## src/rtl/lru_keyed_object_cache_defines.svh

```systemverilog
// Assertion helpers shared by the RTL.
`ifndef LRU_KEYED_OBJECT_CACHE_DEFINES_SVH
`define LRU_KEYED_OBJECT_CACHE_DEFINES_SVH

// Implication checked on every clock edge, ignored during reset.
`define LKOC_ASSERT(lbl, prop, msg) \
    lbl: assert property (@(posedge i_clk) disable iff (!i_rst_n) prop) else $error(msg);

// Condition that must never be true outside reset.
`define LKOC_NEVER(lbl, cond, msg) \
    lbl: assert property (@(posedge i_clk) disable iff (!i_rst_n) !(cond)) else $error(msg);

`endif

```

## src/rtl/lkoc_pkg.sv

```systemverilog
`timescale 1ns / 1ps
`default_nettype none
package lkoc_pkg;

    localparam int ENTRIES = 8;
    localparam int IDX_W   = (ENTRIES > 1) ? $clog2(ENTRIES) : 1;
    localparam int CNT_W   = $clog2(ENTRIES + 1);

    localparam logic [2:0] ACT_LOOKUP = 3'd0;
    localparam logic [2:0] ACT_ADD    = 3'd1;
    localparam logic [2:0] ACT_REMOVE = 3'd2;
    localparam logic [2:0] ACT_CLEAR  = 3'd3;
    localparam logic [2:0] ACT_STATS  = 3'd4;
    localparam logic [2:0] ACT_INFO   = 3'd5;

    localparam logic [1:0] ST_OK      = 2'd0;
    localparam logic [1:0] ST_MISS    = 2'd1;
    localparam logic [1:0] ST_DUP     = 2'd2;
    localparam logic [1:0] ST_INVALID = 2'd3;

    typedef struct packed {
        logic [2:0]  action;
        logic [63:0] key;
        logic [31:0] handle;
        logic [47:0] now_ms;
    } t_in;

    typedef struct packed {
        logic [1:0]  status;
        logic [31:0] handle_out;
        logic        dropped;
        logic [31:0] dropped_handle;
        logic [6:0]  entry_count;
        logic [31:0] hit_total;
        logic [31:0] miss_total;
        logic [31:0] evict_total;
        logic [31:0] uses;
        logic [47:0] last_used;
        logic [47:0] loaded_at;
        logic        last;
    } t_out;

    // Word passed down the cell chain during a scan.
    typedef struct packed {
        logic             found;
        logic [IDX_W-1:0] fidx;
        logic [31:0]      f_handle;
        logic [31:0]      f_uses;
        logic [47:0]      f_last;
        logic [47:0]      f_load;
        logic             has_empty;
        logic [IDX_W-1:0] eidx;
        logic             has_old;
        logic [IDX_W-1:0] oidx;
        logic [47:0]      o_time;
        logic [31:0]      o_handle;
        logic [CNT_W-1:0] count;
    } t_scan;

    // Update broadcast to all cells.
    typedef struct packed {
        logic             wr;
        logic             touch;
        logic             inval;
        logic [IDX_W-1:0] idx;
        logic [63:0]      key;
        logic [31:0]      handle;
        logic [47:0]      now_ms;
    } t_cmd;

endpackage
`default_nettype wire

```

## src/rtl/lkoc_cell.sv

```systemverilog
`timescale 1ns / 1ps
`default_nettype none
module lkoc_cell (
    input  wire logic                      i_clk,
    input  wire logic                      i_rst_n,
    input  wire logic [lkoc_pkg::IDX_W-1:0] i_idx,
    input  wire logic [63:0]               i_key,
    input  wire lkoc_pkg::t_scan           i_scan,
    input  wire lkoc_pkg::t_cmd            i_cmd,
    output lkoc_pkg::t_scan                o_scan,
    output logic                           o_valid,
    output logic [31:0]                    o_handle
);

    logic        r_valid;
    logic [63:0] r_key;
    logic [31:0] r_handle;
    logic [47:0] r_last;
    logic [31:0] r_uses;
    logic [47:0] r_load;
    lkoc_pkg::t_scan r_scan, n_scan;
    logic        sel;

    assign sel = (i_cmd.idx == i_idx);

    always_comb begin
        n_scan = i_scan;
        if (r_valid && r_key == i_key && !i_scan.found) begin
            n_scan.found    = 1'b1;
            n_scan.fidx     = i_idx;
            n_scan.f_handle = r_handle;
            n_scan.f_uses   = r_uses;
            n_scan.f_last   = r_last;
            n_scan.f_load   = r_load;
        end
        if (!r_valid && !i_scan.has_empty) begin
            n_scan.has_empty = 1'b1;
            n_scan.eidx      = i_idx;
        end
        if (r_valid) begin
            n_scan.count = i_scan.count + lkoc_pkg::CNT_W'(1);
            if (!i_scan.has_old || r_last < i_scan.o_time) begin
                n_scan.has_old  = 1'b1;
                n_scan.oidx     = i_idx;
                n_scan.o_time   = r_last;
                n_scan.o_handle = r_handle;
            end
        end
    end

    always_ff @(posedge i_clk) begin
        r_scan <= n_scan;
        if (!i_rst_n) begin
            r_valid <= 1'b0;
        end else if (sel && i_cmd.wr) begin
            r_valid <= 1'b1;
        end else if (sel && i_cmd.inval) begin
            r_valid <= 1'b0;
        end
        if (sel && i_cmd.wr) begin
            r_key    <= i_cmd.key;
            r_handle <= i_cmd.handle;
            r_last   <= i_cmd.now_ms;
            r_load   <= i_cmd.now_ms;
            r_uses   <= 32'd1;
        end else if (sel && i_cmd.touch) begin
            r_last <= i_cmd.now_ms;
            r_uses <= r_uses + 32'd1;
        end
    end

    assign o_scan   = r_scan;
    assign o_valid  = r_valid;
    assign o_handle = r_handle;

endmodule
`default_nettype wire

```

## config.mk

```make
export PLATFORM = sky130hd
export DESIGN_NAME = lkoc_cell
export DESIGN_NICKNAME = d
export VERILOG_FILES = /design/src/rtl/lru_keyed_object_cache_defines.svh /design/src/rtl/lkoc_pkg.sv /design/src/rtl/lkoc_cell.sv
export SDC_FILE = /design/constraint.sdc
export NUM_CORES = 1
export LEC_CHECK = 0
export BUFFER_PORTS_ARGS = -buffer_cell sky130_fd_sc_hd__buf_2
export CORE_AREA = 2 2 296 298
export CTS_BUF_LIST = sky130_fd_sc_hd__clkbuf_8 sky130_fd_sc_hd__clkbuf_16
export DETAILED_ROUTE_END_ITERATION = 7
export DIE_AREA = 0 0 298 300
export SYNTH_ARGS = -nofsm -noshare
export SYNTH_HDL_FRONTEND = slang
export SYNTH_SLANG_ARGS = --single-unit
```

## constraint.sdc

```tcl
create_clock -name i_clk -period 8.9 [get_ports i_clk]
set_clock_uncertainty 0.2 [all_clocks]
set_input_delay 0.89 -clock i_clk [delete_from_list [all_inputs] [get_ports i_clk]]
set_output_delay 0.89 -clock i_clk [all_outputs]
set_load 0.01 [all_outputs]
```

==> impl_metrics.tcl <==
set metrics [dict create \
    cts_setup_buffers 0 \
    layout.nets 3053 \
    yosys.area.top_type_share_pct 27.47 \
    via_per_inst 4.581 \
    grt_usage_pct 16.70 \
    relSlewSlack_pct 37.29 \
    gp_routability_congestion 0.8070 \
    critical_path.cell_chain "xnor2_1 -> nand4_1 -> nor4_1 -> nand4_1 -> or4_4 -> buf_4 -> buf_4 -> mux2_4" \
    grt_start_max_net_pins 84 \
    synth_warnings 0 \
    syn-cell-area_um2 21060 \
    p_total_mw 5.459 \
    clk_path_buf_depth 3 \
    max_cap_viol_count 0 \
    dieArea_um2 89400 \
    stdcell_count 3733 \
    hold_path.class "reg2reg" \
    layout.cells.most_common_list "sky130_fd_sc_hd__buf_2, sky130_fd_sc_hd__dfxtp_1, sky130_fd_sc_hd__edfxtp_1" \
    wirelength_um 77940 \
    areaGrowthSynthToFinish_pct 31.71 \
    ys_seq_elements 481 \
    asr_flop_ratio_synth_pct 0 \
    postCtsHoldBufs 0 \
    outcome "finished, final reports clean" \
    timing.critical_path.slowest_cell_delay_ns 0.85 \
    critical_path.startpoint_type "flip-flop" \
    synth_edf_count 192 \
    starting_utilization_of_the_core_area_pct 24.43 \
    drt_first_iter_violations 1163 \
    htree_levels 2 \
    worst_skew_pair.late_latency_ns 0.60 \
    core_area_um2 86210 \
    numPortBuffers 763 \
    setup_violations 0 \
    hold-worst-slack_ns 0.2591 \
    dp_hpwl_um 58630 \
    switching_share_pct 26.64 \
    post_synth_main_area_contributors "sky130_fd_sc_hd__dfxtp_1, sky130_fd_sc_hd__edfxtp_1, sky130_fd_sc_hd__mux2_4" \
    vdd.ir_drop.worst_mv 0.1352 \
    timing.fmax_mhz 239.6 \
    cts_tree "built" \
    regToRegStartpoint "r_key[15]$_DFFE_PP_" \
    worstSetupEndpointType "flip-flop" \
    drv_slew 0 \
    cts_sinks 481 \
    grt_first_pass_wirelength_um 111500 \
    cell_with_the_biggest_individual_delay_on_the_critical_path "sky130_fd_sc_hd__or4_4" \
    intPower_mw 4.005 \
    r2r-end "o_scan[206]$_DFF_P_" \
    post_route_cells_drive_above_1_share_pct 40.52 \
    cts.root.buffer_cell "sky130_fd_sc_hd__clkbuf_16" \
    ys.flop_type "sky130_fd_sc_hd__dfxtp_1" \
    share_seq_of_total_power_pct 46.7 \
    routedWlPerCell_um 20.88 \
    final.setup.tns_ns 0 \
    postCtsResizedCells 0 \
    worstMarginPinSlew_ns 0.9406 \
    cts_inserted_buffers 55 \
    synth_top_area_cell "sky130_fd_sc_hd__dfxtp_1" \
    switching_power_mw 1.454 \
    hold_path_depth 1 \
    p_clk_share_pct 40.0 \
    grt_antenna_before_repair 19 \
    crit_required_ns 9.18 \
    timing.hold.worst.start "r_load[0]$_DFFE_PP_" \
    pwr-share-comb_pct 13.3 \
    regToRegSetupSlack_ns 4.73 \
    clk_pin_slew_ns 0.06 \
    die_w_um 298 \
    remaining_drc_errors 0 \
    total_power_density_per_cell_area_nw_per_um2 196.8 \
    hold_viol_final 0 \
    floorplan.rows 108 \
    ant_nets 0 \
    seq_area_frac_synth_pct 54.84 \
    final.period_utilization_pct 46.89 \
    drt_first_pass_iters 7 \
    floorplan.die.height_um 300 \
    timing.critical_path.arrival_ns 4.45 \
    unrepaired_setup_endpoints_after_global_routing "false" \
    first_global_vias 16590 \
    synthDistinctLibCells 50 \
    routed-via-count 17100 \
    syn_inst 1813 \
    synth.avg_cell_area_um2 11.62 \
    mostFrequentLayoutCell "sky130_fd_sc_hd__buf_2" \
    worst_r2r_path_depth 8 \
    final_period_minus_worst_setup_slack_ns 4.173 \
    multiInputGateArea_um2 8617 \
    numPlacedInstances 3627 \
    design.portCount 764 \
    fillers 8897 \
    worst_hold_path.endpoint "o_scan[92]$_DFF_P_" \
    overall_overflow_remaining_after_global_route 0 \
    flip_flop_and_latch_area_um2 11550 \
    power.leakage_nw 12.12 \
    timing.critical_path.fanout_max 43 \
    mappedNetlistNets 2337 \
    worstSetupPathType "reg2reg" \
]
layout make-up:
type                       count  share of cell area (%)
multi-input combinational   1105                   31.06
clock buffer                  62                   5.471
inverter                     100                   1.353
antenna                        4                 0.03608
clock inverter                40                  0.8029
timing repair buffer         786                   14.41
tap                         1155                   5.210
sequential                   481                   41.65
worst max-delay path by stage:
stage	start	endpoint	slack (ns)	depth (start not counted)
after floorplan	i_idx[2]	o_handle[0]$_DFFE_PP_	2.46	5
after detailed placement	i_key[15]	o_scan[254]$_DFF_P_	4.05	9
final	r_key[15]$_DFFE_PP_	o_scan[206]$_DFF_P_	4.73	8
after global routing	r_key[3]$_DFFE_PP_	o_scan[254]$_DFF_P_	4.48	8
after CTS	r_key[15]$_DFFE_PP_	o_scan[205]$_DFF_P_	4.62	8
after global placement	i_key[7]	o_scan[254]$_DFF_P_	4.09	9
synthesized netlist by cell type (9+ instances only):
cell,instances
sky130_fd_sc_hd__xnor2_1,40
sky130_fd_sc_hd__clkbuf_1,102
sky130_fd_sc_hd__o2111ai_1,83
sky130_fd_sc_hd__xor2_1,42
sky130_fd_sc_hd__a21oi_1,25
sky130_fd_sc_hd__o22ai_1,9
sky130_fd_sc_hd__inv_1,96
sky130_fd_sc_hd__and2_1,85
sky130_fd_sc_hd__o211ai_1,84
sky130_fd_sc_hd__nor4_1,12
sky130_fd_sc_hd__ha_1,49
sky130_fd_sc_hd__mux2_4,159
sky130_fd_sc_hd__nand2_1,188
sky130_fd_sc_hd__dfxtp_1,289
sky130_fd_sc_hd__edfxtp_1,192
sky130_fd_sc_hd__buf_6,18
sky130_fd_sc_hd__o21ai_0,87
sky130_fd_sc_hd__nor3_1,13
sky130_fd_sc_hd__nor2b_1,13
sky130_fd_sc_hd__nand4_1,25
sky130_fd_sc_hd__a31oi_1,83
sky130_fd_sc_hd__nand3_1,13
sky130_fd_sc_hd__nor2_1,36
per-stage QoR:
stage / setup WS [ns] / instance area, um2 / utilization [%]
after floorplan: 2.457 / 21060 / -
after global placement: 4.087 / 25990 / 30.15
after detailed placement: 4.055 / 25990 / 30.15
after CTS: 4.620 / 27730 / 32.17
after global routing: 4.485 / 27740 / 32.18
final: 4.727 / 27740 / 32.18
registers in the layout, summed over array words and instances, names as in the netlist:
signal and count:
r_uses 32, o_handle 32, o_scan 256, r_last 48
r_load 48, r_key 64, o_valid 1
power groups by stage:
stage | sequential [mW] | clock [mW] | combinational [mW]
after floorplan | 2.61 | 0 | 0.317
after global placement | 2.60 | 0 | 0.723
after detailed placement | 2.60 | 0 | 0.731
after CTS | 2.55 | 2.26 | 0.734
after global routing | 2.56 | 2.34 | 0.794
final | 2.55 | 2.18 | 0.726
logic make-up after synthesis:
| logic type | synth area share [%] |
|---|---|
| AOI/OAI and AO/OA | 12.88 |
| xor gates and xnor gates | 3.410 |
| adders and majority gates | 2.911 |
| buffers and inverters | 4.687 |
| DFF | 54.84 |
| muxes | 11.76 |
| and+or+nand+nor | 9.505 |
worst max-delay path, delay by kind of cell (launching register included):
kind,cells,cell delay [ns]
flops,1,0.42
xor+xnor,1,0.17
buf+inv,2,1.02
mux,1,0.39
simple gates,4,1.74
layer usage:
layer	wire length, um	vias to the layer above	track usage [%]
met5	62	-	0
met4	2371	10	5.779
met3	6465	119	4.878
met2	37590	756	28.31
met1	31450	8176	20.18
li1	-	8039	-
Note: power is estimated with default switching activity, not from simulation.
